**src/sv/smtc_pkg.sv**
```systemverilog
// ----------------------------------------------------------------------------
// smtc_pkg
// Types, codes and reset values shared by the motor and turret controller.
// ----------------------------------------------------------------------------
package smtc_pkg;

   localparam int MODE_W  = 2;
   localparam int BYTE_W  = 8;
   localparam int SIDX_W  = 3;
   localparam int DUTY_W  = 8;
   localparam int DATA_W  = 5;
   localparam int CODE_W  = 3;
   localparam int CSR_W   = 16;
   localparam int CSRI_W  = 3;
   localparam int LEG_COUNT = 4;

   typedef enum logic [MODE_W-1:0] {
      MODE_COMMAND = 2'd0,
      MODE_TICK    = 2'd1,
      MODE_SAMPLE  = 2'd2
   } mode_type;

   typedef enum logic [CODE_W-1:0] {
      CODE_SENSOR    = 3'd0,
      CODE_RESET     = 3'd1,
      CODE_RIGHT     = 3'd2,
      CODE_LEFT      = 3'd3,
      CODE_M1_FWD    = 3'd4,
      CODE_M1_REV    = 3'd5,
      CODE_M2_FWD    = 3'd6,
      CODE_M2_REV    = 3'd7
   } code_type;

   typedef enum logic [CSRI_W-1:0] {
      CSR_MOTOR_GAIN   = 3'd0,
      CSR_MOTOR_OFFSET = 3'd1,
      CSR_PWM_PERIOD   = 3'd2,
      CSR_DUTY_STEP    = 3'd3,
      CSR_DUTY_OFFSET  = 3'd4
   } csr_index_type;

   localparam logic [DATA_W-1:0] DATA_LED_ON     = 5'd10;
   localparam logic [DATA_W-1:0] DATA_LED_OFF    = 5'd11;
   localparam logic [DATA_W-1:0] DATA_LED_TOGGLE = 5'd12;
   localparam logic [DATA_W-1:0] DATA_ALL_RESET  = 5'd31;

   localparam logic [7:0]  RESET_MOTOR_GAIN   = 8'd6;
   localparam logic [7:0]  RESET_MOTOR_OFFSET = 8'd69;
   localparam logic [15:0] RESET_PWM_PERIOD   = 16'd1333;
   localparam logic [15:0] RESET_DUTY_STEP    = 16'd26;
   localparam logic [15:0] RESET_DUTY_OFFSET  = 16'd527;

   // One processed item as seen by the motor and turret units.
   typedef struct packed {
      logic                command;
      logic                tick;
      logic [CODE_W-1:0]   code;
      logic [DATA_W-1:0]   data;
   } ctl_type;

endpackage

```
**src/sv/smtc_motor.sv**
```systemverilog
// ----------------------------------------------------------------------------
// smtc_motor
// Holds the four motor leg duties and applies speed and reset commands.
// ----------------------------------------------------------------------------
module smtc_motor
   import smtc_pkg::*;
(
   input  logic                             clock,
   input  logic                             reset,
   input  ctl_type                          ctl,
   input  logic [7:0]                       motor_gain,
   input  logic [7:0]                       motor_offset,
   output logic [LEG_COUNT-1:0][DUTY_W-1:0] duty_next
);

   logic [LEG_COUNT-1:0][DUTY_W-1:0] duty_ff;
   logic [LEG_COUNT-1:0][DUTY_W-1:0] duty_in;
   logic [12:0]                      product;
   logic [13:0]                      level;
   logic [DUTY_W-1:0]                value;
   logic [1:0]                       leg;

   always_comb begin
      product = 13'(ctl.data) * 13'(motor_gain);
      level   = 14'(product) + 14'(motor_offset);
      if (ctl.data == '0) begin
         value = '0;
      end else if (level > 14'd255) begin
         value = 8'hFF;
      end else begin
         value = level[7:0];
      end
      leg = ctl.code[1:0];

      duty_in = duty_ff;
      if (ctl.command) begin
         if (ctl.code[2]) begin
            // The opposite leg of the same motor is released first.
            duty_in[leg ^ 2'd1] = '0;
            duty_in[leg]        = value;
         end else if (ctl.code == CODE_RESET && ctl.data == DATA_ALL_RESET) begin
            duty_in = '0;
         end
      end
   end

   always_ff @(posedge clock) begin
      if (reset) begin
         duty_ff <= '0;
      end else begin
         duty_ff <= duty_in;
      end
   end

   assign duty_next = duty_in;

endmodule

```
**config.mk**
```make
export PLATFORM = sky130hd
export DESIGN_NAME = smtc_motor
export DESIGN_NICKNAME = d
export VERILOG_FILES = /design/src/sv/smtc_pkg.sv /design/src/sv/smtc_motor.sv
export SDC_FILE = /design/constraint.sdc
export NUM_CORES = 1
export LEC_CHECK = 0
export BUFFER_PORTS_ARGS = -buffer_cell sky130_fd_sc_hd__buf_2
export CAP_MARGIN = 20
export CELL_PAD_IN_SITES_DETAIL_PLACEMENT = 2
export CELL_PAD_IN_SITES_GLOBAL_PLACEMENT = 2
export CORE_MARGIN = 4
export CORE_UTILIZATION = 32
export DETAILED_ROUTE_END_ITERATION = 10
export PLACE_DENSITY_LB_ADDON = 0.2
export SYNTH_ARGS = -nofsm -noshare
export SYNTH_HDL_FRONTEND = slang
export SYNTH_SLANG_ARGS = --single-unit
```
**constraint.sdc**
```tcl
create_clock -name clock -period 6.1 [get_ports clock]
set_clock_uncertainty 0.15 [all_clocks]
set_input_delay 0.305 -clock clock [delete_from_list [all_inputs] [get_ports clock]]
set_output_delay 0.305 -clock clock [all_outputs]
set_load 0.05 [all_outputs]
```
### Yosys cells after proc, flatten, opt, wreduce, memory -nomap -nowiden

Index checks and enable logic that the tools add are counted.

| operators by class | value |
|---|---|
| $add $sub $neg | 1 |
| multipliers | 1 |
| order comparisons | 5 |
| equal/unequal tests | 2 |
| mux-type cells | 10 |
| bitwise gates (word level) | 3 |
| reduce and logical (&&, ||, !) cells | 4 |

Operator list:

| kind | number |
|---|---|
| 32-bit two-way mux | 3 |
| 32-bit AND | 1 |
| 32-bit bitwise mux | 1 |
| 8-bit demux with 2-bit select | 2 |
| 8-bit two-way mux | 4 |
| 32-bit inverter | 1 |
| 13-bit by 8-bit adder with 14-bit output | 1 |
| 14-bit by 8-bit greater-than comparator with 1-bit output, second input constant | 1 |
| 5-bit by 8-bit multiplier with 13-bit output | 1 |
| 2-bit by 3-bit less-than comparator with 1-bit output, second input constant | 2 |
| 5-bit == test, second input constant | 1 |
| 5-bit logical NOT | 1 |
| 2-bit by 1-bit greater-or-equal comparator with 1-bit output, second input constant | 2 |
| 3-bit by 1-bit == test with 1-bit output, second input constant | 1 |
| 1-bit logical AND | 3 |
| 1-bit inverter | 1 |

| storage, ports and cells | value |
|---|---|
| register bits after elaboration | 32 |
| input bits | 28 |
| output and inout port bits | 32 |
| logic and storage cells | 30 |

### Longest topological paths before layout

Gate-level depths: netlist of run 1.

| logic depth | value |
|---|---|
| word-level depth | 10 |
| gate-level depth with buffers | 16 |

### Least setup slack after synthesis of run 1

Ideal clock, no wire load.

| path | value |
|---|---|
| path type | input -> output |
| start | in ctl[4] in the netlist's numbering |
| end | out duty_next[15] in the netlist's numbering |
| arrival | 4.602 ns |
| setup slack | 1.043 ns |
| stages on the path | 16 |
| buffers on the path | 1 |
| cell sequence | clkbuf_1 -> nand2_1 -> fa_1 -> inv_1 -> fa_1 -> inv_1 -> fa_1 -> inv_1 -> ha_1 -> a21o_1 -> a22o_1 -> a221o_1 -> a31oi_1 -> nand4b_4 -> nor3_4 -> o21ai_1 |

RTL lines:

| what | RTL line | RTL |
|---|---|---|
| start: declaration | smtc_motor.sv:10 | `input ctl_type ctl,` |
| end: declaration | smtc_motor.sv:13 | `output logic [LEG_COUNT-1:0][DUTY_W-1:0] duty_next` |

==> results by stage, run 1 <==
Critical path:
- In this run the critical register-to-register path is launched from duty_ff[4]$_SDFF_PP0_.
- The setup slack of the worst register-to-register path is 5370 ps.
- The worst setup path is of the in2out kind.
- The category of the worst setup path launch point is an input port.
- The endpoint identified for the worst register-to-register timing path is duty_ff[4]$_SDFF_PP0_.
- The required time at the endpoint of the critical path is 5640 ps.
- At the worst endpoint, the arrival time is 4790 ps.
- STA classifies the critical path endpoint as an output pin.
- The depth of the most critical reg-to-reg path is 2.
- Of all nets on the critical path, the largest fanout is 10.

Place:
- The HPWL after detailed placement is 7450 µm.
- In this run the cell area measured after placement is 0.00349 mm².
- The congestion estimate from routability-driven global placement came to 0.741.
- The count of buffers from port buffering is 58.
- OpenSTA, run right after detailed placement, puts the worst setup slack at 798 ps.

Power:
- The leakage power figure is 1.75 nW.
- The design draws 0.00113 W.
- The maximum resistive drop on vdd is 0.102 mV.
- The power density normalized to cell area is 313 mW/mm².

Cells and area:
- In the layout the commonest cells are nand2_1 (96), o21ai_1 (67), buf_2 (58).
- Counting flops per register, the top entry is duty_ff.
- The library cell used most frequently in the layout, excluding fill and tap cells, is nand2_1.
- The final design area excluding fillers is 0.00361 mm².
- The antenna diode instance count is 0.
- In the final layout, the share of cells above drive strength 1 is 18.7%.
- The area growth from synthesis to layout is 17.6%.
- Counting the fill cells in the layout gives 1117.
- The number of flip-flops in the largest register is 32.
- Across the whole layout, storage elements account for 641 µm².
- The largest registers in the layout are duty_ff (32).
- The net count of the finished layout is 521.
- The footprint of the multi-input gates is 0.00222 mm².

CTS:
- TritonCTS built the clock tree.
- The post-CTS setup repair buffer count is 0.
- The clock buffer count from CTS is 5.
- The clock transition at the register clock pins on the worst setup and hold paths after CTS is 70 ps.
- CTS built an H-tree with a depth of 2.
- CTS placed an instance of clkbuf_8 at the clock tree root.
- No sink is reached through more buffers than the 2 on the longest clock path.
- At the later pin of the worst-skew pair, clock insertion delay measures 280 ps.
- Post-CTS repair changed the size of 0 cells.
- Counting every sink on the clock net gives 32.
- The number of buffers inserted by hold repair at cts is 0.

STA:
- Derived from the worst setup path, the maximum achievable clock frequency is 191 MHz.
- The final hold violation count is 0.
- Subtracting the final worst setup slack from the clock period gives 5250 ps.
- The relative slew slack is 58.9%.
- The ratio of final minimum period to clock period is 86.0%.
- For the pin with the worst max-slew slack, the measured transition is 614 ps.
- The final-layout setup total negative slack is 0 ps.
- The number of endpoints failing setup at the final stage is 0.
- The worst hold slack after final layout is 245 ps.
- Setup repair after global routing left no endpoint under its margin.
- The number of pins exceeding their max-slew limit in the final report is 0.
- Across all setup checks in the final design, the least slack found is 855 ps.

Floorplanning:
- In this run the count of I/O pins placed on the die edge is 60.
- The width of the chip is 106 µm.
- The initial standard-cell utilization of the core is 33.0%.
- The placeable core region is 0.00928 mm².
- The die outline area is 0.0112 mm².
- The chip height is 106 µm.
- The number of placement rows is 35.

Logic synthesis:
- The synthesized design devotes to its leading area cell type 20.9% of total area.
- The synthesized area per cell is 7.97 µm².
- The share of the Yosys chip area taken by registers is 20.9%.
- The unique cell type count in the Yosys netlist is 37.
- The cell area that synthesis handed to floorplanning was 0.00307 mm².
- By area the synthesized netlist is led by dfxtp_1 (21%), fa_1 (17%), nand2_1 (12%).
- In this run, synthesis inferred 0 flip-flops with an integrated enable.
- The synthesized net count is 463.
- Among all flip-flop cells after synthesis, the most frequent one is dfxtp_1.
- The number of instances in the synthesized netlist is 385.
- The number of warnings reported in the yosys synthesis log is 0.
- The largest area contributor in the synthesized netlist is dfxtp_1.
- Counting flops with an async set or reset pin after synthesis yields a share of 0%.
- The synthesized design contains 32 register bits.

Job:
- The tool flagged a number of max-cap violations equal to 0.

Global routing:
- Global routing consumed, on the met1 layer, 24.2% of the routing resources.
- Across every metal layer, demand over resource in global routing totals 17.4%.
- The maximum number of pins on one net before global-route repair is 18.
- The initial antenna violation count was 0.
- The met2 track utilization from global routing is 29.3%.
- The number of global-route vias before repair is 3015.
- The layer flagged by global routing as most heavily used is met2.
- Summed over all layers, the global routing overflow is 0.
- The wire length of the first global-routing pass is 15700 µm.
- For met3 alone, demand over resource in global routing was 2.79%.

Hold path:
- The worst hold path startpoint is reset.
- The hold path depth is 4.
- The type of the most critical hold path is in2reg.
- The end of the worst hold path is duty_ff[19]$_SDFF_PP0_.

Detailed routing:
- Once detail routing completed, the nets flagged for antenna violations numbered 0.
- For this block, the routed nets add up to 9320 µm of wire.
- In the final routed layout, each cell accounts on average for 16.3 µm.
- The detailed router finished its first iteration with 77 violations.
- For this run, design rule violations remaining after detail routing come to 0.
- After detailed routing, the number of vias per cell comes to 4.88.
- The iteration count of the initial detailed-routing pass is 4.
- Detailed routing inserted a total of 2793 vias.

Status:
- The run finished with clean final reports.
## worst max-delay path, stage by stage
cell and delay [ps]:
buf_2 180, and2_1 180, fa_1 540, inv_1 60, fa_1 500, fa_1 540
inv_1 40, ha_1 350, a21o_1 190, o21bai_1 240, o22ai_4 260, a31oi_1 130
nand2b_1 190, nor4b_4 610, o21ai_1 200, buf_2 250
## report_power, final
| group | switching [W] | internal [W] |
|---|---|---|
| sequential | 0.00000581 | 0.000220 |
| clock | 0.0000791 | 0.000100 |
| combinational | 0.000486 | 0.000237 |
| total | 0.000571 | 0.000557 |
## Yosys cell counts, drive strengths merged, types with 2 or more instances
cell	number
a21o	4
a21oi	5
and2	23
and3	2
clkbuf	11
dfxtp	32
fa	26
ha	24
inv	44
nand2	96
nand2b	2
nor2	8
nor2b	7
nor3	7
o21a	2
o21ai	70
xnor2	2
xor2	3
## routing by layer
layer / routed length, µm / vias up / part of all wire [%]
met5: 0 / - / 0
met4: 38 / 0 / 0.41
met3: 263 / 6 / 2.8
met2: 4560 / 35 / 49
met1: 4450 / 1380 / 48
li1: - / 1372 / -
## stage by stage
| stage | utilization, % | cells |
|---|---|---|
| finish | 38.9 | 572 |
| global route | 38.9 | 572 |
| CTS | 38.7 | 570 |
| detailed placement | 37.6 | 563 |
| global placement | 37.6 | 563 |
| floorplan | - | 385 |
## how the worst max path moves through the flow
stage,startpoint,to,slack (ps),cells after the start
2_1_floorplan,ctl[4],duty_next[15],1040,16
3_3_place_gp,ctl[4],duty_next[20],890,16
3_5_place_dp,ctl[4],duty_next[20],800,16
4_1_cts,ctl[4],duty_next[20],830,16
5_1_grt,ctl[4],duty_next[21],560,16
6_report,ctl[4],duty_next[19],850,16
## cells by family after synthesis
group / Yosys count / share of synthesized area, %
XOR/XNOR: 5 / 2.04
multiplexers: 1 / 0.734
AND/OR/NAND/NOR: 152 / 26.1
adder cells (fa/ha/maj): 50 / 26.8
flip-flops: 32 / 20.9
buffers and inverters: 55 / 6.73
AO/OA/AOI/OAI: 90 / 16.8
## cell type report
class	instances	area share, %
clock buffers	7	2.67
inverters	44	4.58
multi-input cells	298	61.5
flip-flops and latches	32	17.8
well taps	129	4.47
repair buffers	62	8.98
(Power assumes the default switching activity.)
==> run 2, diff against run 1 <==
- CORE_ASPECT_RATIO: unset -> 0.9
- REMOVE_ABC_BUFFERS: unset -> 1
==> run 2 against run 1 <==
  * Routed wire length fell by 2.4%
  * Combinational power is essentially flat
  * Count of clock-buffer cells in the layout is 1 higher
  * Critical path depth is the same
  * Cell count is 1.0% lower
  * Sequential share of layout area increased by 0.056 points
  * Sequential cell count unchanged
  * Global-route usage fell by 0.24 points
  * Largest cell class unchanged
==> results by stage, run 2 (same netlist as run 1, synthesis figures left out) <==
STA:
- The number of pins exceeding their max-slew limit in the final report is 0 (unchanged).
- The final-layout setup total negative slack was 0 ps (unchanged).
- The highest attainable clock frequency is 191 MHz (+0.28%).
- Setup repair after global routing left no endpoint under its margin.
- The minimum clock period after layout is 5230 ps (-14.5 ps).
- The final hold violation count is 0 (unchanged).
- The transition at the pin with the smallest max-transition slack is 621 ps (+7.05 ps).
- The relative slew slack is 58.6% (-0.30 points).
- The number of endpoints failing setup at the final stage is 0 (unchanged).
- The ratio of final minimum period to clock period is 85.8% (-0.24 points).
- The worst hold slack after final layout is 302 ps (+56.8 ps).

Critical path:
- The cell family contributing the most delay on the critical path is adder cells.
- The path type of the worst setup path is in2out.
- The required time at the endpoint of the critical path is 5640 ps (about the same).
- The total buffers and inverters traversed by the critical path came to 4 (unchanged).
- The signal on the critical path passes through buf_2 > and2_1 > fa_1 > inv_1 > fa_1 > fa_1 > inv_1 > ha_1 > a21o_1 > o21bai_1 > o22ai_4 > a31oi_1 > nand4b_4 > nor3_4 > o21ai_1 > buf_2.
- The cell with the largest stage delay on the worst path is fa_1.
- The data arrival time of the worst path was 4780 ps (about the same).
- The worst setup path is launched from an input port.
- The delay contributed by the slowest stage of the critical path is 540 ps (-70 ps).
- The largest fanout on the critical path came to 10 (unchanged).
- The startpoint of the worst register-to-register path is duty_ff[17]$_SDFF_PP0_.
- STA classifies the critical path endpoint as an output pin.
- The most repeated library cell on the critical path is fa_1.
- The critical path starts at ctl[4].

Detailed routing:
- The wire length on met3 is 229 µm (-13%).
- In this run the top signal layer used is met4.
- The starting DRC count in detailed routing is 73 (-5.2%).
- The number of nets still failing antenna checks after routing is 0 (unchanged).
- The routed via count was 2818 (+0.90%).
- The routed length on met1 is 4390 µm (-1.5%).
- The iteration count of the initial detailed-routing pass is 4 (unchanged).
- The remaining routing DRC violations is 0 (unchanged).
- The number of vias per cell after detailed routing is 4.98 (+2.0%).
- The per-cell routed wire length is 16.1 µm (-1.3%).
- The final routed wirelength across all metal layers is 9100 µm (-2.4%).
- The detailed-routed wire length on met2 was 4470 µm (-2.0%).

Global routing:
- The global route total overflow is 0 (unchanged).
- The total track usage is 17.2% (-0.24 points).
- The wire length of the first global-routing pass came to 15800 µm (+0.13%).
- The maximum number of pins on one net before global-route repair was 18 (unchanged).
- The initial antenna violation count is 0 (unchanged).
- The number of global-route vias before repair is 3233 (+7.2%).

Cells and area:
- In the layout the commonest cells are nand2_1 (96), o21ai_1 (67), buf_2 (58).
- The final design area excluding fillers was 0.00360 mm² (-0.31%).
- The antenna diode instance count is 0 (unchanged).
- The final standard cell utilization of the core came to 38.9% (about the same).
- The share of cells above drive strength 1 is 18.5% (-0.27 points).
- The top register by number of flip-flops is duty_ff.
- The final net count is 521 (unchanged).
- The largest registers in the layout are duty_ff (32).
- The number of flip-flops in the largest register is 32 (unchanged).
- The leading cell type in the layout, fill and taps excluded is nand2_1.
- The synthesis-to-finish area growth is 17.3%.

Power:
- The clock group share of total power is 15.1% (-0.8 points).
- The total power draw came to 0.00112 W (-0.98%).
- The power share of the sequential group is 20.3% (+0.2 points).
- The net switching power was 0.000568 W (-0.54%).
- The portion of total power attributed to combinational logic is 64.6% (+0.6 points).
- The share of total power consumed by net switching came to 50.8% (+0.23 points).
- The design internal power is 0.000549 W (-1.4%).
- The leakage power figure is 1.75 nW (-0.21%).
- The power density normalized to cell area is 311 mW/mm² (-0.67%).
- The maximum resistive drop on vdd came to 0.118 mV (+16%).

Floorplanning:
- The chip height was 101 µm (-4.7%).
- The total I/O pin count was 60 (unchanged).
- The die outline area is 0.0112 mm² (about the same).
- The width of the chip is 111 µm (+5.0%).
- The initial standard-cell utilization of the core was 33.2% (+0.13 points).
- The number of placement rows is 33 (-5.7%).
- The placeable core region is 0.00925 mm² (-0.38%).

Hold path:
- In this run the most critical hold path is launched from duty_ff[7]$_SDFF_PP0_.
- The type of the most critical hold path is reg2reg.

Place:
- The HPWL after detailed placement is 7310 µm (-1.8%).
- The count of buffers from port buffering is 58 (unchanged).
- The placement-stage cell area came to 0.00351 mm² (+0.39%).
- The final weighted congestion of routability-driven global placement is 0.757 (+2.1%).

Job:
- The number of max-capacitance violations reported is 0 (unchanged).

CTS:
- The tree is rooted in a clkbuf_8.
- The depth of the CTS H-tree is 2 (unchanged).
- The number of clock sinks was 32 (unchanged).
- The clock latency on the worst-skew pair is 280 ps (about the same).
- The maximum number of buffers from clock root to sink is 2 (unchanged).
- The post-CTS setup repair buffer count is 0 (unchanged).
- TritonCTS built the clock tree.
- The number of buffers inserted by hold repair at cts came to 0 (unchanged).
- The clock buffer count from CTS was 5 (unchanged).
- The post-CTS resize count came to 0 (unchanged).
- The clock transition at the register clock pins on the worst setup and hold paths after CTS came to 60 ps (about the same).

Status:
- The run finished with clean final reports.
## run 2: final timing paths
| kind | to | slack, ps | depth (start not counted) |
|---|---|---|---|
| worst max-delay path | duty_next[15] | 870 | 16 |
| worst min-delay path | duty_ff[7]$_SDFF_PP0_ | 300 | 2 |
| worst max register to register | duty_ff[17]$_SDFF_PP0_ | 5360 | 2 |
| worst min register to register | duty_ff[7]$_SDFF_PP0_ | 300 | 2 |
## run 2: cell type report
cell class                      instances  area [µm²]
Sequential cell                        32         641
Inverter                               44         165
Tap cell                              122         153
Fill cell                            1091        5650
Timing Repair Buffer                   62         328
Clock buffer                            8        90.1
Multi-Input combinational cell        298        2220
## run 2: tightest hold or removal path: stages (launching register included)
cell     delay, ps
dfxtp_1        310
nand2_1         50
o21ai_1         50
## run 2: power groups by stage
stage | Combinational [W] | Sequential, W | Clock [W]
2_1_floorplan | 0.000569 | 0.000229 | 0
3_3_place_gp | 0.000710 | 0.000230 | 0
3_5_place_dp | 0.000732 | 0.000231 | 0
4_1_cts | 0.000735 | 0.000226 | 0.000173
5_1_grt | 0.000808 | 0.000228 | 0.000187
6_report | 0.000722 | 0.000226 | 0.000169
## run 2: layer usage
layer | global-route usage, % | up-vias
li1 | - | 1374
met1 | 22.7 | 1413
met2 | 31.0 | 29
met3 | 3.06 | 2
met4 | 1.12 | 0
met5 | 0 | -
## run 2: metrics by stage
step           std cells  worst slack, ps
2_1_floorplan        374             1230
3_3_place_gp         556              920
3_5_place_dp         558              824
4_1_cts              566              818
5_1_grt              566              578
6_report             566              869
==> run 3, diff against run 2 <==
- CORE_UTILIZATION: 32 -> 35
- clock period: 6.1 -> 6.78 ns (I/O delays scaled with it)
==> run 3 against run 2 <==
  * Sequential share of layout area grew 0.16 points
  * Combinational power shrank 10%
  * Via count is the same
  * Hold slack gained 2.3 ps
  * Non-clock buffer count is the same
  * Routed wire length grew 2.3%
  * Sequential power shrank 9.7%
  * Largest power group unchanged
  * First-iteration DRC count shrank 33%
  * Die area shrank 7.9%
  * Highest routed layer unchanged
  * Count of clock-buffer cells in the layout shrank 3
==> results by stage, run 3 (same netlist as run 1, synthesis figures left out) <==
CTS:
- The maximum number of buffers from clock root to sink is 2 (unchanged).
- The post-CTS resize count was 0 (unchanged).
- The number of clock sinks is 32 (unchanged).
- The post-CTS setup repair buffer count is 0 (unchanged).
- The depth of the CTS H-tree is 2 (unchanged).
- The clock transition at the register clock pins on the worst setup and hold paths after CTS is 60 ps (about the same).
- The number of buffers inserted by hold repair at cts was 0 (unchanged).
- The clock buffer count from CTS is 5 (unchanged).
- Clock tree synthesis selected as its root buffer the cell clkbuf_8.
- TritonCTS built the clock tree.
- The clock latency on the worst-skew pair is 270 ps (about the same).

Status:
- The flow ran to the end, and the final reports show no timing, DRC or antenna violations.

Global routing:
- The global route total overflow was 0 (unchanged).
- The maximum number of pins on one net before global-route repair is 18 (unchanged).
- The total track usage came to 19.1% (+1.9 points).
- The wire length of the first global-routing pass was 16000 µm (+1.4%).
- The initial antenna violation count came to 0 (unchanged).
- The number of global-route vias before repair was 3202 (-0.96%).

Power:
- The leakage power figure is 1.74 nW (-0.68%).
- The power density normalized to cell area is 276 mW/mm² (-11%).
- The maximum resistive drop on vdd is 0.130 mV (+10%).

STA:
- The number of endpoints failing setup at the final stage is 0 (unchanged).
- The relative slew slack is 58.4% (-0.26 points).
- The worst setup slack after layout is 1560 ps (+691 ps).
- The final-layout setup total negative slack is 0 ps (unchanged).
- The transition at the pin with the smallest max-transition slack was 625 ps (+3.95 ps).
- The number of pins exceeding their max-slew limit in the final report is 0 (unchanged).
- The routed design could run at a clock period as short as 5220 ps.
- After layout, the worst path uses 77.0% of the clock period.
- Setup repair after global routing left no endpoint under its margin.
- The highest attainable clock frequency is 192 MHz.
- The final hold violation count is 0 (unchanged).

Floorplanning:
- The initial standard-cell utilization of the core came to 35.8% (+2.6 points).
- The total I/O pin count came to 60 (unchanged).
- The chip height came to 96.8 µm (-4.0%).
- The placeable core region is 0.00857 mm² (-7.4%).
- The number of placement rows is 32 (-3.0%).
- The width of the chip is 107 µm (-4.1%).
- The die outline area is 0.0103 mm² (-7.9%).

Detailed routing:
- The routed via count was 2818 (unchanged).
- The number of nets still failing antenna checks after routing is 0 (unchanged).
- The final routed wirelength across all metal layers came to 9310 µm (+2.3%).
- The per-cell routed wire length is 16.6 µm (+3.4%).
- The starting DRC count in detailed routing is 49 (-33%).
- The number of vias per cell after detailed routing is 5.03 (+1.1%).
- The iteration count of the initial detailed-routing pass is 4 (unchanged).
- The remaining routing DRC violations is 0 (unchanged).

Critical path:
- The required time at the endpoint of the critical path came to 6290 ps (+650 ps).
- The data arrival time of the worst path is 4730 ps (-50 ps).
- STA classifies the critical path startpoint as an input port.
- The path type of the worst setup path is in2out.
- The endpoint class of the critical path is an output pin.
- The largest fanout on the critical path was 10 (unchanged).
- The depth of the most critical reg-to-reg path is 2 (unchanged).

Place:
- The HPWL after detailed placement is 7370 µm (+0.79%).
- The minimum setup slack after placement is 1500 ps (+680 ps).
- The placement-stage cell area is 0.00348 mm² (-0.75%).
- The final weighted congestion of routability-driven global placement is 0.793 (+4.8%).
- The count of buffers from port buffering was 58 (unchanged).

Cells and area:
- Ranked by flip-flop count, first place goes to duty_ff.
- The final design area excluding fillers was 0.00356 mm² (-0.90%).
- The final net count is 521 (unchanged).
- The count of filler cells inserted in the layout is 1060 (-2.8%).
- The final standard cell utilization of the core is 41.6% (+2.7 points).
- The antenna diode instance count is 0 (unchanged).
- In the final layout, the registers with the most flip-flops are duty_ff (32).
- The share of cells above drive strength 1 was 18.4% (-0.10 points).
- The number of flip-flops in the largest register was 32 (unchanged).
- The synthesis-to-finish area growth is 16.2%.
- The leading cell type in the layout, fill and taps excluded is nand2_1.
- In the layout the commonest cells are nand2_1 (96), o21ai_1 (67), buf_2 (58).

Hold path:
- The tightest min-delay check is of the reg2reg type.
- The hold path depth is 2 (unchanged).

Job:
- The number of max-capacitance violations reported is 0 (unchanged).
## run 3: cell types whose count changed in the layout (fill, tap and decap cells not counted)
| cell | before | now |
|---|---|---|
| buf_6 | 2 | 0 |
| clkbuf_1 | 2 | 0 |
| clkbuf_8 | 6 | 5 |
| buf_4 | 2 | 4 |
## run 3: worst paths after layout
| path | start | end | slack, ps |
|---|---|---|---|
| max | ctl[4] | duty_next[7] | 1560 |
| min | duty_ff[22]$_SDFF_PP0_ | duty_ff[22]$_SDFF_PP0_ | 300 |
| max reg2reg | duty_ff[18]$_SDFF_PP0_ | duty_ff[18]$_SDFF_PP0_ | 6040 |
| min reg2reg | duty_ff[22]$_SDFF_PP0_ | duty_ff[22]$_SDFF_PP0_ | 300 |
## run 3: metrics by stage
stage	power (W)	hold slack, ps	instances
final	0.000985	304	560
after global routing	0.00107	322	560
after CTS	0.000997	307	558
after detailed placement	0.000865	297	553
after global placement	0.000843	286	553
after floorplan	0.000718	280	374
## run 3: layout make-up
cell class / instances / area [µm²] / share of cell area [%]
Sequential cell: 32 / 641 / 18.0
Tap cell: 119 / 149 / 4.18
Inverter: 44 / 165 / 4.63
Multi-Input combinational cell: 298 / 2220 / 62.3
Clock buffer: 5 / 68.8 / 1.93
Timing Repair Buffer: 62 / 320 / 8.99
## run 3: layer usage
metal / track usage (%) / part of all wire, %
met3: 2.54 / 2.3
met2: 32.3 / 48
met5: 0 / 0
met4: 2.85 / 0.40
met1: 26.4 / 49
## run 3: power by group
part / total [W] / leakage (nW) / switching [W] / internal (W)
Sequential: 0.000204 / 0.260 / 0.00000519 / 0.000198
Combinational: 0.000650 / 1.44 / 0.000437 / 0.000213
Clock: 0.000131 / 0.0359 / 0.0000647 / 0.0000661
Total: 0.000985 / 1.74 / 0.000507 / 0.000478
## run 3: worst max-delay path, stage by stage
cell      delay, ps
buf_2           170
and2_1          180
fa_1            530
inv_1            50
fa_1            500
fa_1            550
inv_1            40
ha_1            340
a21o_1          190
o21bai_1        240
o22ai_4         260
a31oi_1         130
nand4b_4        350
nor3_4          490
o21ai_1         130
buf_2           230
