**src/sv/smtc_pkg.sv**
```systemverilog
// ----------------------------------------------------------------------------
// smtc_pkg
// Types, codes and reset values shared by the motor and turret controller.
// ----------------------------------------------------------------------------
package smtc_pkg;

   localparam int MODE_W  = 2;
   localparam int BYTE_W  = 8;
   localparam int SIDX_W  = 3;
   localparam int DUTY_W  = 8;
   localparam int DATA_W  = 5;
   localparam int CODE_W  = 3;
   localparam int CSR_W   = 16;
   localparam int CSRI_W  = 3;
   localparam int LEG_COUNT = 4;

   typedef enum logic [MODE_W-1:0] {
      MODE_COMMAND = 2'd0,
      MODE_TICK    = 2'd1,
      MODE_SAMPLE  = 2'd2
   } mode_type;

   typedef enum logic [CODE_W-1:0] {
      CODE_SENSOR    = 3'd0,
      CODE_RESET     = 3'd1,
      CODE_RIGHT     = 3'd2,
      CODE_LEFT      = 3'd3,
      CODE_M1_FWD    = 3'd4,
      CODE_M1_REV    = 3'd5,
      CODE_M2_FWD    = 3'd6,
      CODE_M2_REV    = 3'd7
   } code_type;

   typedef enum logic [CSRI_W-1:0] {
      CSR_MOTOR_GAIN   = 3'd0,
      CSR_MOTOR_OFFSET = 3'd1,
      CSR_PWM_PERIOD   = 3'd2,
      CSR_DUTY_STEP    = 3'd3,
      CSR_DUTY_OFFSET  = 3'd4
   } csr_index_type;

   localparam logic [DATA_W-1:0] DATA_LED_ON     = 5'd10;
   localparam logic [DATA_W-1:0] DATA_LED_OFF    = 5'd11;
   localparam logic [DATA_W-1:0] DATA_LED_TOGGLE = 5'd12;
   localparam logic [DATA_W-1:0] DATA_ALL_RESET  = 5'd31;

   localparam logic [7:0]  RESET_MOTOR_GAIN   = 8'd6;
   localparam logic [7:0]  RESET_MOTOR_OFFSET = 8'd69;
   localparam logic [15:0] RESET_PWM_PERIOD   = 16'd1333;
   localparam logic [15:0] RESET_DUTY_STEP    = 16'd26;
   localparam logic [15:0] RESET_DUTY_OFFSET  = 16'd527;

   // One processed item as seen by the motor and turret units.
   typedef struct packed {
      logic                command;
      logic                tick;
      logic [CODE_W-1:0]   code;
      logic [DATA_W-1:0]   data;
   } ctl_type;

endpackage

```
**src/sv/smtc_turret.sv**
```systemverilog
// ----------------------------------------------------------------------------
// smtc_turret
// Turret direction and soft PWM: duty commands, tick countdown, drive pins.
// ----------------------------------------------------------------------------
module smtc_turret
   import smtc_pkg::*;
#(
   parameter int TIMER_BITS = 16,
   parameter int MAX_DUTY   = 31
) (
   input  logic        clock,
   input  logic        reset,
   input  ctl_type     ctl,
   input  logic [15:0] pwm_period,
   input  logic [15:0] duty_step,
   input  logic [15:0] duty_offset,
   output logic        left_next,
   output logic        right_next
);

   localparam int                SUM_W    = TIMER_BITS + 22;
   localparam logic [DATA_W-1:0] MAX_CODE = DATA_W'(MAX_DUTY);

   logic                  left_ff, left_in;
   logic                  right_ff, right_in;
   logic                  turn_left_ff, turn_left_in;
   logic                  high_phase_ff, high_phase_in;
   logic                  running_ff, running_in;
   logic [TIMER_BITS-1:0] high_len_ff, high_len_in;
   logic [TIMER_BITS-1:0] low_len_ff, low_len_in;
   logic [TIMER_BITS-1:0] count_ff, count_in;
   logic [20:0]           product;
   logic [SUM_W-1:0]      high_wide;
   logic [SUM_W-1:0]      low_wide;
   logic [TIMER_BITS-1:0] high_calc;
   logic [TIMER_BITS-1:0] low_calc;
   logic [TIMER_BITS-1:0] count_dec;
   logic                  dir_left;

   always_comb begin
      product   = 21'(duty_step) * 21'(ctl.data);
      high_wide = SUM_W'(duty_offset) + SUM_W'(product);
      high_calc = high_wide[TIMER_BITS-1:0];
      low_wide  = SUM_W'(pwm_period) - SUM_W'(high_calc);
      low_calc  = low_wide[TIMER_BITS-1:0];
      count_dec = count_ff - TIMER_BITS'(1);
      dir_left  = (ctl.code == CODE_LEFT);

      left_in       = left_ff;
      right_in      = right_ff;
      turn_left_in  = turn_left_ff;
      high_phase_in = high_phase_ff;
      running_in    = running_ff;
      high_len_in   = high_len_ff;
      low_len_in    = low_len_ff;
      count_in      = count_ff;

      if (ctl.command) begin
         unique case (ctl.code)
            CODE_RESET: begin
               if (ctl.data == DATA_ALL_RESET) begin
                  left_in  = 1'b0;
                  right_in = 1'b0;
               end
            end
            CODE_RIGHT, CODE_LEFT: begin
               turn_left_in = dir_left;
               if (ctl.data == '0) begin
                  running_in = 1'b0;
                  left_in    = 1'b0;
                  right_in   = 1'b0;
               end else if (ctl.data >= MAX_CODE) begin
                  running_in = 1'b0;
                  left_in    = dir_left;
                  right_in   = !dir_left;
               end else begin
                  high_len_in = high_calc;
                  low_len_in  = low_calc;
                  // A stopped PWM starts in its low phase.
                  if (!running_ff) begin
                     high_phase_in = 1'b0;
                     count_in      = low_calc;
                     running_in    = 1'b1;
                  end
               end
            end
            default: begin
            end
         endcase
      end else if (ctl.tick && running_ff) begin
         count_in = count_dec;
         if (count_dec == '0) begin
            if (high_phase_ff) begin
               left_in       = 1'b0;
               right_in      = 1'b0;
               count_in      = low_len_ff;
               high_phase_in = 1'b0;
            end else begin
               left_in       = turn_left_ff;
               right_in      = !turn_left_ff;
               count_in      = high_len_ff;
               high_phase_in = 1'b1;
            end
         end
      end
   end

   always_ff @(posedge clock) begin
      if (reset) begin
         left_ff       <= 1'b0;
         right_ff      <= 1'b0;
         turn_left_ff  <= 1'b1;
         high_phase_ff <= 1'b0;
         running_ff    <= 1'b0;
         high_len_ff   <= '0;
         low_len_ff    <= '0;
         count_ff      <= '0;
      end else begin
         left_ff       <= left_in;
         right_ff      <= right_in;
         turn_left_ff  <= turn_left_in;
         high_phase_ff <= high_phase_in;
         running_ff    <= running_in;
         high_len_ff   <= high_len_in;
         low_len_ff    <= low_len_in;
         count_ff      <= count_in;
      end
   end

   assign left_next  = left_in;
   assign right_next = right_in;

endmodule

```
**config.mk**
```make
export PLATFORM = sky130hd
export DESIGN_NAME = smtc_turret
export DESIGN_NICKNAME = d
export VERILOG_FILES = /design/src/sv/smtc_pkg.sv /design/src/sv/smtc_turret.sv
export SDC_FILE = /design/constraint.sdc
export NUM_CORES = 1
export LEC_CHECK = 0
export BUFFER_PORTS_ARGS = -buffer_cell sky130_fd_sc_hd__buf_2
export CORE_ASPECT_RATIO = 1.75
export CORE_MARGIN = 10
export CORE_UTILIZATION = 61
export DETAILED_ROUTE_END_ITERATION = 7
export HOLD_SLACK_MARGIN = 0.08
export MAX_ROUTING_LAYER = met4
export PLACE_DENSITY = 0.88
export SKIP_LAST_GASP = 1
export SYNTH_ARGS = -nofsm -noshare
export SYNTH_HDL_FRONTEND = slang
export SYNTH_SLANG_ARGS = --single-unit
export TNS_END_PERCENT = 1
```
**constraint.sdc**
```tcl
create_clock -name clock -period 16.7 [get_ports clock]
set_input_delay 3.34 -clock clock [delete_from_list [all_inputs] [get_ports clock]]
set_output_delay 3.34 -clock clock [all_outputs]
set_load 0.005 [all_outputs]
```
# After elaboration in Yosys (flattened, before gate mapping)
# Index checks and enable logic that the tools add are counted.
# word_totals
regBits	53
wordCells	69
# op_classes
n_bitwise	2
n_lt_le_gt_ge	1
mux	34
n_mul	1
n_eq_ne	8
n_reduce_logical	12
add_sub_neg	3
# op_table
operator	count
2-to-1 mux 16 bit	8
2-to-1 mux 1 bit	24
adder 16 bit	1
zero test 16 bit	1
multiplier 16 x 5 -> 16 bit	1
subtractor 16 x 1 -> 16 bit, second input constant	1
subtractor 16 bit	1
== test 3 x 2 -> 1 bit, second input constant	2
!= test 2 bit, second input constant	3
AND reduction 6 bit	1
== test 5 bit, second input constant	1
>= comparator 5 bit, second input constant	1
zero test 5 bit	1
AND reduction 5 bit	1
one-hot mux 1 bit (2 select lines)	2
AND reduction 4 bit	1
nonzero test 2 bit	2
== test 3 x 1 -> 1 bit, second input constant	1
zero test 1 bit	2
!= test 2 x 1 -> 1 bit, second input constant	1
inverter 1 bit	2
AND reduction 2 bit	1
OR reduction 2 bit	1
logical AND 1 bit	1

# Logic depth before layout (Yosys ltp)
# Gate-level depths: netlist (run 1).
# depth
ltp_word	8
depth_mapped	23
depth_no_buf	22

# Worst setup path after synthesis (run 1)
# OpenSTA, ideal clock, no wires.
# synth_path
kind	input to register
start	input ctl[0] (netlist bit)
end	register low_len_ff[14]
t_arrival_ns	8.577
setup_time_ns	0.092
cell_stages	22
path_buffers	1
required_time_ns	16.608
path_slack_ns	8.031
path_cell_list	clkbuf_1 -> nand2_1 -> fa_1 -> inv_1 -> fa_1 -> inv_1 -> fa_1 -> inv_1 -> ha_1 -> a21oi_1 -> o21ba_1 -> nand2_1 -> xnor2_1 -> ha_1 -> a21o_1 -> a21o_1 -> a41o_1 -> maj3_1 -> maj3_1 -> maj3_1 -> mux2i_1 -> nor4_1
# synth_via
elab_chain_len	3
word_cells_on_any_way	8
cone_classes	add/sub (2); mul (1); order compare (1); bitwise (2); reduce/logical (2)
# synth_lines
element	line	text
start: declaration	smtc_turret.sv:13	input ctl_type ctl,
multiplier 16 x 5 -> 16 bit, or another cell as far along	smtc_turret.sv:41	product = 21'(duty_step) * 21'(ctl.data);
adder 16 bit / inverter 1 bit (equally long branches)	n/a	
subtractor 16 bit / AND reduction 4 bit (equally long branches)	n/a	
end signal: assignment	smtc_turret.sv:125	low_len_ff <= low_len_in;
end: declaration	smtc_turret.sv:30	logic [TIMER_BITS-1:0] low_len_ff, low_len_in;
# Parallel ways exist; a longest one is shown, timed or not.
# A chain may end at the register's enable or synchronous reset.

# Worst setup path in the final report (run 1)
# Same ends and word-level chain as after synthesis.

==> flow_metrics.py, run 1 <==
metrics = {
    "clock_tree": {
        "cts_buffers": 5,
        "clk_latency_ns": 0.30,
        "root_buffer": "clkbuf_16",
        "cts_num_sinks": 53,
        "cts_tree": "yes",
        "post-cts-setup-buffers": 0,
        "cts.reportedPaths.clkPinSlew_ns": 0.07,
        "cts.hold.buffers_added": 0,
        "cts-htree-levels": 2,
        "cts-resized-gates": 0,
        "clock_tree.buffer_depth": 2,
    },
    "sta": {
        "layout_worst_path_cycle_share": 0.526,
        "final-hold-violation-count": 0,
        "setup_slack_ns": 7.91,
        "timing_worst_slew_pin_value_ns": 1.17,
        "finalCriticalPeriod_ns": 8.79,
        "worst_clock_skew_ns": 0.00917,
        "headroom_to_the_max_slew_limit": 0.217,
        "setup-violations-final": 0,
        "rsz0062_at_grt": "no",
        "slew_violations": 0,
        "setup_tns_ns": 0,
        "max_freq_mhz": 114,
    },
    "synthesis": {
        "postSynthCellCount": 718,
        "syn-cell-area_um2": 5840,
        "yosysTopAreaCell": "dfxtp_1",
        "dominant_synthesized_flop_cell": "dfxtp_1",
        "post_synthesis_simple_gate_area_fraction": 0.234,
        "synth-async-reset-ratio": 0,
        "synth_xor_area_frac": 0.0686,
        "yosys_warnings": 0,
        "synth_largest_type_area_fraction": 0.182,
        "synth-seq-area-share": 0.182,
        "post_synth_edffs": 0,
        "synthAdderAreaFrac": 0.250,
        "mux_share_of_post_synthesis_cell_area": 0.0405,
        "synth-compound-area-share": 0.159,
        "syn_nets": 860,
        "avgSynthCellArea_um2": 8.13,
        "number_of_storage_elements_in_the_synthesis_netlist": 53,
        "synth_top_family_by_area": "adder cells",
        "synth.lib_cells_used.distinct": 67,
        "yosys-top-cells-area": "dfxtp_1 18%, fa_1 17%, ha_1 6.9%, xnor2_1 4.9%, nand2_1 4.9%",
    },
    "detailed_routing": {
        "ratio_of_routed_vias_to_standard_cells": 6.07,
        "drc_violations": 0,
        "detailedRoute.firstIterationViolations": 282,
        "wirelength_routed_um": 14600,
        "via_count": 5316,
        "avgRoutedWirePerCell_um": 16.7,
        "detail_route.first_pass.iterations": 5,
        "ant_nets": 0,
    },
    "floorplan": {
        "chipWidth_um": 94.0,
        "starting_density_of_the_core": 0.621,
        "die_area_um2": 14000,
        "area_inside_the_core_boundary_um2": 9410,
        "chipHeight_um": 149,
        "std_cell_rows": 47,
        "ios": 62,
    },
    "worst_hold_path": {
        "hold_path_class": "flop to flop",
        "hold-path-cell-count": 2,
    },
    "global_route": {
        "overall_fraction_of_global_route_tracks_in_use": 0.217,
        "grt-ovfl-total": 0,
        "grt_pass1_vias": 5569,
        "antenna_found_initial": 0,
        "largest_net_degree_at_the_start_of_global_routing": 56,
        "grt_first_pass_wirelength_um": 24800,
    },
    "setup_path": {
        "cp_data_arrival_time_ns": 8.99,
        "crit_path_start_kind": "input port",
        "kind_of_end_point_of_the_critical_path": "flop",
        "worst_r2r_path_depth": 9,
        "kind_of_critical_path": "input port to flop",
        "timing.critical_path.fanout_max": 18,
        "worst-endpoint-required_ns": 16.90,
    },
    "cells_and_area": {
        "layout_cells_sized_above_1": 0.121,
        "layout-area-overhead-vs-synth_pct": 8.70,
        "antenna-diode-count": 0,
        "number_of_nets_in_the_finished_design": 895,
    },
    "power": {
        "ir_worst_vdd_uv": 75.8,
        "power.density_cell_area_nw_per_um2": 159,
        "static-leakage-power_nw": 2.75,
    },
    "run": {
        "max-cap-violations": 0,
    },
    "run_status": {
        "run_status": "complete, no violations",
    },
    "place": {
        "finalWeightedCongestion": 0.882,
        "preCtsSetupSlack_ns": 7.58,
        "hpwl_um": 11600,
        "numPortBuffers": 61,
    },
}
==> critical path, stage by stage <==
cell and delay [ns]:
buf_2 0.26, nand2_1 0.14, fa_1 0.52, inv_1 0.06, fa_1 0.53, inv_1 0.05
fa_1 0.49, inv_1 0.05, ha_1 0.33, and2_1 0.20, a41oi_1 0.27, a21boi_1 0.10
nor2_1 0.12, xor2_1 0.21, ha_1 0.31, a21o_1 0.19, a41o_1 0.23, maj3_1 0.37
maj3_1 0.43, maj3_1 0.40, mux2i_1 0.15, nor4_1 0.25
==> report_power, final <==
group,total [mW],switching (mW),internal (mW)
combinational,0.729,0.420,0.309
clock,0.123,0.0478,0.0750
sequential,0.158,0.0141,0.144
total,1.01,0.482,0.528
==> worst paths after layout <==
path / from / to / slack (ns)
setup / recovery: ctl[0] / low_len_ff[14] / 7.91
setup reg to reg: count_ff[2] / right_ff / 13.08
hold reg to reg: high_len_ff[2] / high_len_ff[2] / 0.46
hold / removal: high_len_ff[2] / high_len_ff[2] / 0.46
==> cell families (layout without fill, tap and decap cells) <==
group                    count (synthesis)  after routing
multiplexers                            22             22
AO/OA/AOI/OAI                          144            144
buffers and inverters                   99            135
AND/OR/NAND/NOR                        268            268
flip-flops                              53             53
adder cells (fa/ha/maj)                 88             88
XOR/XNOR                                44             44
==> routing by layer <==
layer	vias to the layer above	share of wire	routed length [um]	GRT usage
li1	2510	-	-	-
met1	2588	0.38	5520	0.222
met2	174	0.56	8140	0.396
met3	44	0.031	459	0.0216
met4	0	0.033	476	0.106
met5	-	0	0	-
==> area by class of cell <==
cell class              count  area, um^2
clock buffers               7         143
clock inverters             1        30.0
fillers                   754        3060
inverters                  64         240
multi-input cells         566        4400
flip-flops and latches     53        1060
well taps                 122         153
repair buffers             63         320
==> through the flow <==
step | total power [mW] | cells | hold WS, ns | util | area [um^2]
floorplan | 0.725 | 718 | 0.432 | - | 5840
global placement | 0.835 | 868 | 0.438 | 0.656 | 6170
detailed placement | 0.865 | 868 | 0.448 | 0.656 | 6170
CTS | 0.996 | 876 | 0.459 | 0.675 | 6350
global route | 1.09 | 876 | 0.478 | 0.675 | 6350
finish | 1.01 | 876 | 0.459 | 0.675 | 6350
==> Yosys cell counts (3+ instances only) <==
library cell,count
nand2_1,76
inv_1,62
nor2_1,61
a21oi_1,54
dfxtp_1,53
fa_1,50
and2_1,45
xnor2_1,33
ha_1,32
clkbuf_1,28
a211oi_1,20
o21ai_0,13
or3_1,13
nand3_1,12
nor2b_1,11
mux2_2,10
nor3_1,10
xor2_1,10
mux2i_1,9
a21o_1,7
o21ai_1,7
maj3_1,6
nand2b_1,5
a31oi_1,4
nand4_1,4
nor4_1,4
or4_1,4
a41oi_1,3
and2b_1,3
and3_1,3
buf_1,3
mux2_1,3
nand3b_1,3
nor3b_1,3
o211ai_1,3
o22ai_1,3
o31a_1,3
o31ai_1,3
or2_1,3
or4_4,3
==> cell usage in the layout, fill, tap and decap left out, types with 12 or more instances in the layout <==
cell type / n
o21ai_0: 13
a21oi_1: 54
nand2_1: 76
inv_1: 62
a211oi_1: 20
nor2_1: 61
ha_1: 32
nand3_1: 12
xnor2_1: 33
and2_1: 45
or3_1: 13
buf_2: 61
fa_1: 50
dfxtp_1: 53
==> flip-flops by register name, indices dropped and copies added (netlist names) <==
| name | flops |
|---|---|
| count_ff | 16 |
| high_len_ff | 16 |
| low_len_ff | 16 |
| high_phase_ff | 1 |
| left_ff | 1 |
| right_ff | 1 |
| running_ff | 1 |
| turn_left_ff | 1 |
Note: power is estimated with default switching activity, not from simulation.
==> run 2: changes to the inputs <==
==> constraint.sdc (replaced) <==
create_clock -name clock -period 8.1 [get_ports clock]
set_input_delay 1.62 -clock clock [delete_from_list [all_inputs] [get_ports clock]]
set_output_delay 1.62 -clock clock [all_outputs]
set_load 0.005 [all_outputs]
==> run 2 against run 1 <==
Worst hold slack about the same. Global-route usage down 0.34 points. Sequential cell count unchanged. Wire length down 2.7%. Critical path depth unchanged. Clock-buffer cell count down 1. Critical path type unchanged.
==> flow_metrics.py, run 2 (synthesis results as in run 1) <==
metrics = {
    "floorplan": {
        "die_area_um2": 14000,
        "chipWidth_um": 94.0,
        "area_inside_the_core_boundary_um2": 9410,
        "ios": 62,
        "std_cell_rows": 47,
        "starting_density_of_the_core": 0.621,
        "chipHeight_um": 149,
    },
    "clock_tree": {
        "cts.hold.buffers_added": 0,
        "cts-resized-gates": 0,
        "clock_tree.buffer_depth": 2,
        "cts.reportedPaths.clkPinSlew_ns": 0.07,
        "post-cts-setup-buffers": 0,
        "cts_num_sinks": 53,
        "cts_buffers": 5,
        "cts-htree-levels": 2,
        "root_buffer": "clkbuf_16",
        "clk_latency_ns": 0.30,
        "cts_tree": "yes",
    },
    "power": {
        "static-leakage-power_nw": 2.73,
        "power_switching_mw": 0.980,
        "cellInternalPower_mw": 1.05,
        "seq_power_share": 0.161,
        "power.share.switching": 0.483,
        "total_power_mw": 2.03,
        "power.density_cell_area_nw_per_um2": 321,
        "p_comb_frac": 0.734,
        "ir_worst_vdd_uv": 165,
        "p_clk_frac": 0.106,
    },
    "cells_and_area": {
        "layout-area-overhead-vs-synth_pct": 8.21,
        "top_regs": "count_ff: 16 flops, high_len_ff: 16 flops, low_len_ff: 16 flops",
        "post-route-cell-area_um2": 6320,
        "layout_cells_sized_above_1": 0.121,
        "utilization": 0.672,
        "mostFrequentLayoutCell": "nand2_1",
        "layout_common_cells": "76 x nand2_1, 62 x inv_1, 61 x nor2_1, 61 x buf_2, 54 x a21oi_1",
        "number_of_nets_in_the_finished_design": 895,
        "antenna-diode-count": 0,
    },
    "worst_hold_path": {
        "hold_path_class": "flop to flop",
        "hold-path-cell-count": 2,
    },
    "sta": {
        "rsz0062_at_grt": "no",
        "slew_violations": 0,
        "worst_clock_skew_ns": 0.00922,
        "layout_worst_path_cycle_share": 0.875,
        "setup-violations-final": 0,
        "timing_worst_slew_pin_value_ns": 1.16,
        "hold-worst-slack_ns": 0.459,
        "setup_tns_ns": 0,
        "max_freq_mhz": 141,
        "final-hold-violation-count": 0,
        "headroom_to_the_max_slew_limit": 0.227,
        "finalCriticalPeriod_ns": 7.09,
    },
    "place": {
        "hpwl_um": 11500,
        "placedInstanceArea_um2": 6170,
        "numPortBuffers": 61,
        "finalWeightedCongestion": 0.882,
    },
    "detailed_routing": {
        "ant_nets": 0,
        "detailedRoute.firstIterationViolations": 410,
        "via_count": 5282,
        "detail_route.first_pass.iterations": 5,
        "drc_violations": 0,
        "avgRoutedWirePerCell_um": 16.2,
        "ratio_of_routed_vias_to_standard_cells": 6.03,
        "wirelength_routed_um": 14200,
    },
    "global_route": {
        "antenna_found_initial": 0,
        "grt-ovfl-total": 0,
        "grt_first_pass_wirelength_um": 24400,
        "largest_net_degree_at_the_start_of_global_routing": 56,
        "grt_pass1_vias": 5553,
        "overall_fraction_of_global_route_tracks_in_use": 0.213,
    },
    "setup_path": {
        "timing.critical_path.fanout_max": 18,
        "crit_path_start_kind": "input port",
        "kind_of_critical_path": "input port to flop",
        "cp_data_arrival_time_ns": 7.30,
        "kind_of_end_point_of_the_critical_path": "flop",
        "worst_r2r_path_depth": 9,
        "worst-endpoint-required_ns": 8.31,
    },
    "run_status": {
        "run_status": "complete, no violations",
    },
    "run": {
        "max-cap-violations": 0,
    },
}
## run 2: cell types whose count changed in the layout (fill, tap and decap cells not counted)
cell and delta:
bufinv_16 -1, clkbuf_8 -1, clkinvlp_4 +2
## run 2: critical path: stages
cell and delay (ns):
buf_2 0.25, nand2_1 0.13, fa_1 0.52, inv_1 0.06
fa_1 0.53, inv_1 0.05, fa_1 0.48, inv_1 0.05
ha_1 0.33, and2_1 0.21, a41oi_1 0.30, a21boi_1 0.11
nor2_1 0.12, xor2_1 0.21, ha_1 0.31, a21o_1 0.19
a41o_1 0.23, maj3_1 0.36, maj3_1 0.42, maj3_1 0.41
mux2i_1 0.15, nor4_1 0.26
## run 2: cell type report
cell class              count  area [um^2]
flip-flops and latches     53         1060
clock inverters             2         15.0
inverters                  64          240
fillers                   756         3090
clock buffers               6          129
repair buffers             63          320
well taps                 122          153
multi-input cells         566         4400
## run 2: per-layer routing
layer  track usage  wire length (um)  up-vias
li1              -                 -     2504
met1         0.219              5420     2554
met2         0.385              7770      174
met3        0.0176               417       50
met4         0.121               595        0
met5             -                 0        -
## run 2: path summary, 6_finish.rpt
path,from,end,slack (ns)
worst max register to register,count_ff[2],right_ff,4.50
worst min register to register,high_len_ff[2],high_len_ff[2],0.46
worst min-delay path,high_len_ff[2],high_len_ff[2],0.46
worst max-delay path,ctl[0],low_len_ff[14],1.01
## run 2: power groups by stage
stage / Sequential (mW) / Clock [mW] / Combinational (mW)
floorplan: 0.320 / 0 / 1.18
global placement: 0.328 / 0 / 1.39
detailed placement: 0.331 / 0 / 1.45
CTS: 0.325 / 0.214 / 1.47
global route: 0.331 / 0.226 / 1.65
finish: 0.326 / 0.214 / 1.49
## run 2: per-stage QoR
stage | std cells | setup WS [ns]
6_report | 876 | 1.01
5_1_grt | 876 | 0.729
4_1_cts | 876 | 1.03
3_5_place_dp | 868 | 0.712
3_3_place_gp | 868 | 0.967
2_1_floorplan | 718 | 1.15
==> run 3: changes to the inputs <==
--- a/config.mk
+++ b/config.mk
@@ -12,7 +12,7 @@
 export DETAILED_ROUTE_END_ITERATION = 7
 export HOLD_SLACK_MARGIN = 0.08
 export MAX_ROUTING_LAYER = met4
-export PLACE_DENSITY = 0.88
+export PLACE_DENSITY = 0.83
 export SKIP_LAST_GASP = 1
 export SYNTH_ARGS = -nofsm -noshare
 export SYNTH_HDL_FRONTEND = slang
==> run 3 against run 2 <==
Final cell count unchanged. Non-clock buffer count is the same. Clock power up 2%. Register-to-register slack lost 0.06 ns. Critical path depth unchanged. Fmax up 0.61%. Largest power group unchanged.
==> flow_metrics.py, run 3 (synthesis results as in run 1) <==
metrics = {
    "detailed_routing": {
        "ratio_of_routed_vias_to_standard_cells": 5.88,
        "avgRoutedWirePerCell_um": 15.7,
        "via_count": 5153,
        "detailedRoute.firstIterationViolations": 225,
        "detail_route.first_pass.iterations": 7,
        "drc_violations": 0,
        "ant_nets": 0,
        "wirelength_routed_um": 13700,
    },
    "place": {
        "hpwl_um": 11200,
        "dp.cells": 868,
        "numPortBuffers": 61,
        "preCtsSetupSlack_ns": 0.748,
        "finalWeightedCongestion": 0.877,
        "placedInstanceArea_um2": 6170,
    },
    "worst_hold_path": {
        "hold_path_class": "flop to flop",
    },
    "floorplan": {
        "chipWidth_um": 94.0,
        "area_inside_the_core_boundary_um2": 9410,
        "std_cell_rows": 47,
        "chipHeight_um": 149,
        "starting_density_of_the_core": 0.621,
        "ios": 62,
        "die_area_um2": 14000,
    },
    "clock_tree": {
        "cts-htree-levels": 2,
        "cts_buffers": 5,
        "cts.hold.buffers_added": 0,
        "post-cts-setup-buffers": 0,
        "cts_num_sinks": 53,
        "clk_latency_ns": 0.29,
        "cts.reportedPaths.clkPinSlew_ns": 0.07,
        "cts-resized-gates": 0,
        "root_buffer": "clkbuf_16",
        "cts_tree": "yes",
        "clock_tree.buffer_depth": 2,
    },
    "cells_and_area": {
        "number_of_nets_in_the_finished_design": 895,
        "layout_cells_sized_above_1": 0.122,
        "mostFrequentLayoutCell": "nand2_1",
        "utilization": 0.672,
        "antenna-diode-count": 0,
        "fill_cells": 779,
        "layout_common_cells": "76 x nand2_1, 62 x inv_1, 61 x nor2_1, 61 x buf_2, 54 x a21oi_1",
        "post-route-cell-area_um2": 6330,
        "layout-area-overhead-vs-synth_pct": 8.36,
        "top_regs": "count_ff: 16 flops, high_len_ff: 16 flops, low_len_ff: 16 flops",
        "finalNonFillerCells": 876,
    },
    "sta": {
        "timing_worst_slew_pin_value_ns": 1.23,
        "setup_slack_ns": 1.05,
        "layout_worst_path_cycle_share": 0.870,
        "setup_tns_ns": 0,
        "final-hold-violation-count": 0,
        "hold-worst-slack_ns": 0.458,
        "rsz0062_at_grt": "no",
        "finalCriticalPeriod_ns": 7.05,
        "headroom_to_the_max_slew_limit": 0.179,
        "slew_violations": 0,
        "setup-violations-final": 0,
        "max_freq_mhz": 142,
        "worst_clock_skew_ns": 0.00397,
    },
    "setup_path": {
        "worst-endpoint-required_ns": 8.30,
        "kind_of_critical_path": "input port to flop",
        "kind_of_end_point_of_the_critical_path": "flop",
        "timing.critical_path.fanout_max": 18,
        "cp_data_arrival_time_ns": 7.25,
        "crit_path_start_kind": "input port",
    },
    "global_route": {
        "largest_net_degree_at_the_start_of_global_routing": 56,
        "groute.layer.met1.usage": 0.211,
        "antenna_found_initial": 0,
        "grt-ovfl-total": 0,
        "grt_busiest_layer": "met2",
        "grt_pass1_vias": 5432,
        "global_route.usage.met2": 0.383,
        "overall_fraction_of_global_route_tracks_in_use": 0.205,
        "grt_first_pass_wirelength_um": 23500,
        "grtUsageMet3": 0.0135,
    },
    "power": {
        "ir_worst_vdd_uv": 171,
        "power.density_cell_area_nw_per_um2": 318,
        "static-leakage-power_nw": 2.75,
        "total_power_mw": 2.01,
    },
    "run_status": {
        "run_status": "complete, no violations",
    },
    "run": {
        "max-cap-violations": 0,
    },
}
==> run 3: cell types whose count changed in the layout (fill, tap and decap cells not counted), sizes merged <==
cell and delta:
clkinv +2, clkinvlp -2
==> run 3: routing by layer <==
metal | up-vias | share of wire | wire, um
met5 | - | 0 | 0
met4 | 0 | 0.034 | 465
met3 | 38 | 0.026 | 361
met2 | 158 | 0.55 | 7550
met1 | 2455 | 0.39 | 5370
li1 | 2502 | - | -
==> run 3: layout make-up <==
class / instances / area, um^2 / area share
multi-input combinational: 566 / 4400 / 0.695
sequential: 53 / 1060 / 0.168
timing repair buffer: 63 / 320 / 0.0506
inverter: 64 / 240 / 0.0380
tap: 122 / 153 / 0.0241
clock buffer: 6 / 139 / 0.0219
clock inverter: 2 / 13.8 / 0.00218
==> run 3: final timing paths <==
| path | start | endpoint | cells past startpoint | slack [ns] |
|---|---|---|---|---|
| setup / recovery | ctl[0] | low_len_ff[14] | 22 | 1.05 |
| setup reg to reg | count_ff[2] | left_ff | 9 | 4.44 |
| hold reg to reg | low_len_ff[9] | low_len_ff[9] | 2 | 0.46 |
| hold / removal | low_len_ff[9] | low_len_ff[9] | 2 | 0.46 |
==> run 3: report_power, final <==
part / leakage (nW) / switching [mW] / internal (mW) / total, mW
Combinational: 2.24 / 0.831 / 0.636 / 1.47
Sequential: 0.432 / 0.0285 / 0.297 / 0.326
Clock: 0.0768 / 0.0945 / 0.123 / 0.218
==> run 3: critical path, stage by stage <==
cell and delay, ns:
buf_2 0.26, nand2_1 0.13, fa_1 0.52, inv_1 0.06
fa_1 0.53, inv_1 0.05, fa_1 0.47, inv_1 0.04
ha_1 0.32, a21oi_1 0.25, o21ba_1 0.21, nand2_1 0.08
xnor2_1 0.21, ha_1 0.32, a21o_1 0.20, a21o_1 0.19
a41o_1 0.25, maj3_1 0.37, maj3_1 0.41, maj3_1 0.40
mux2i_1 0.13, nor4_1 0.23
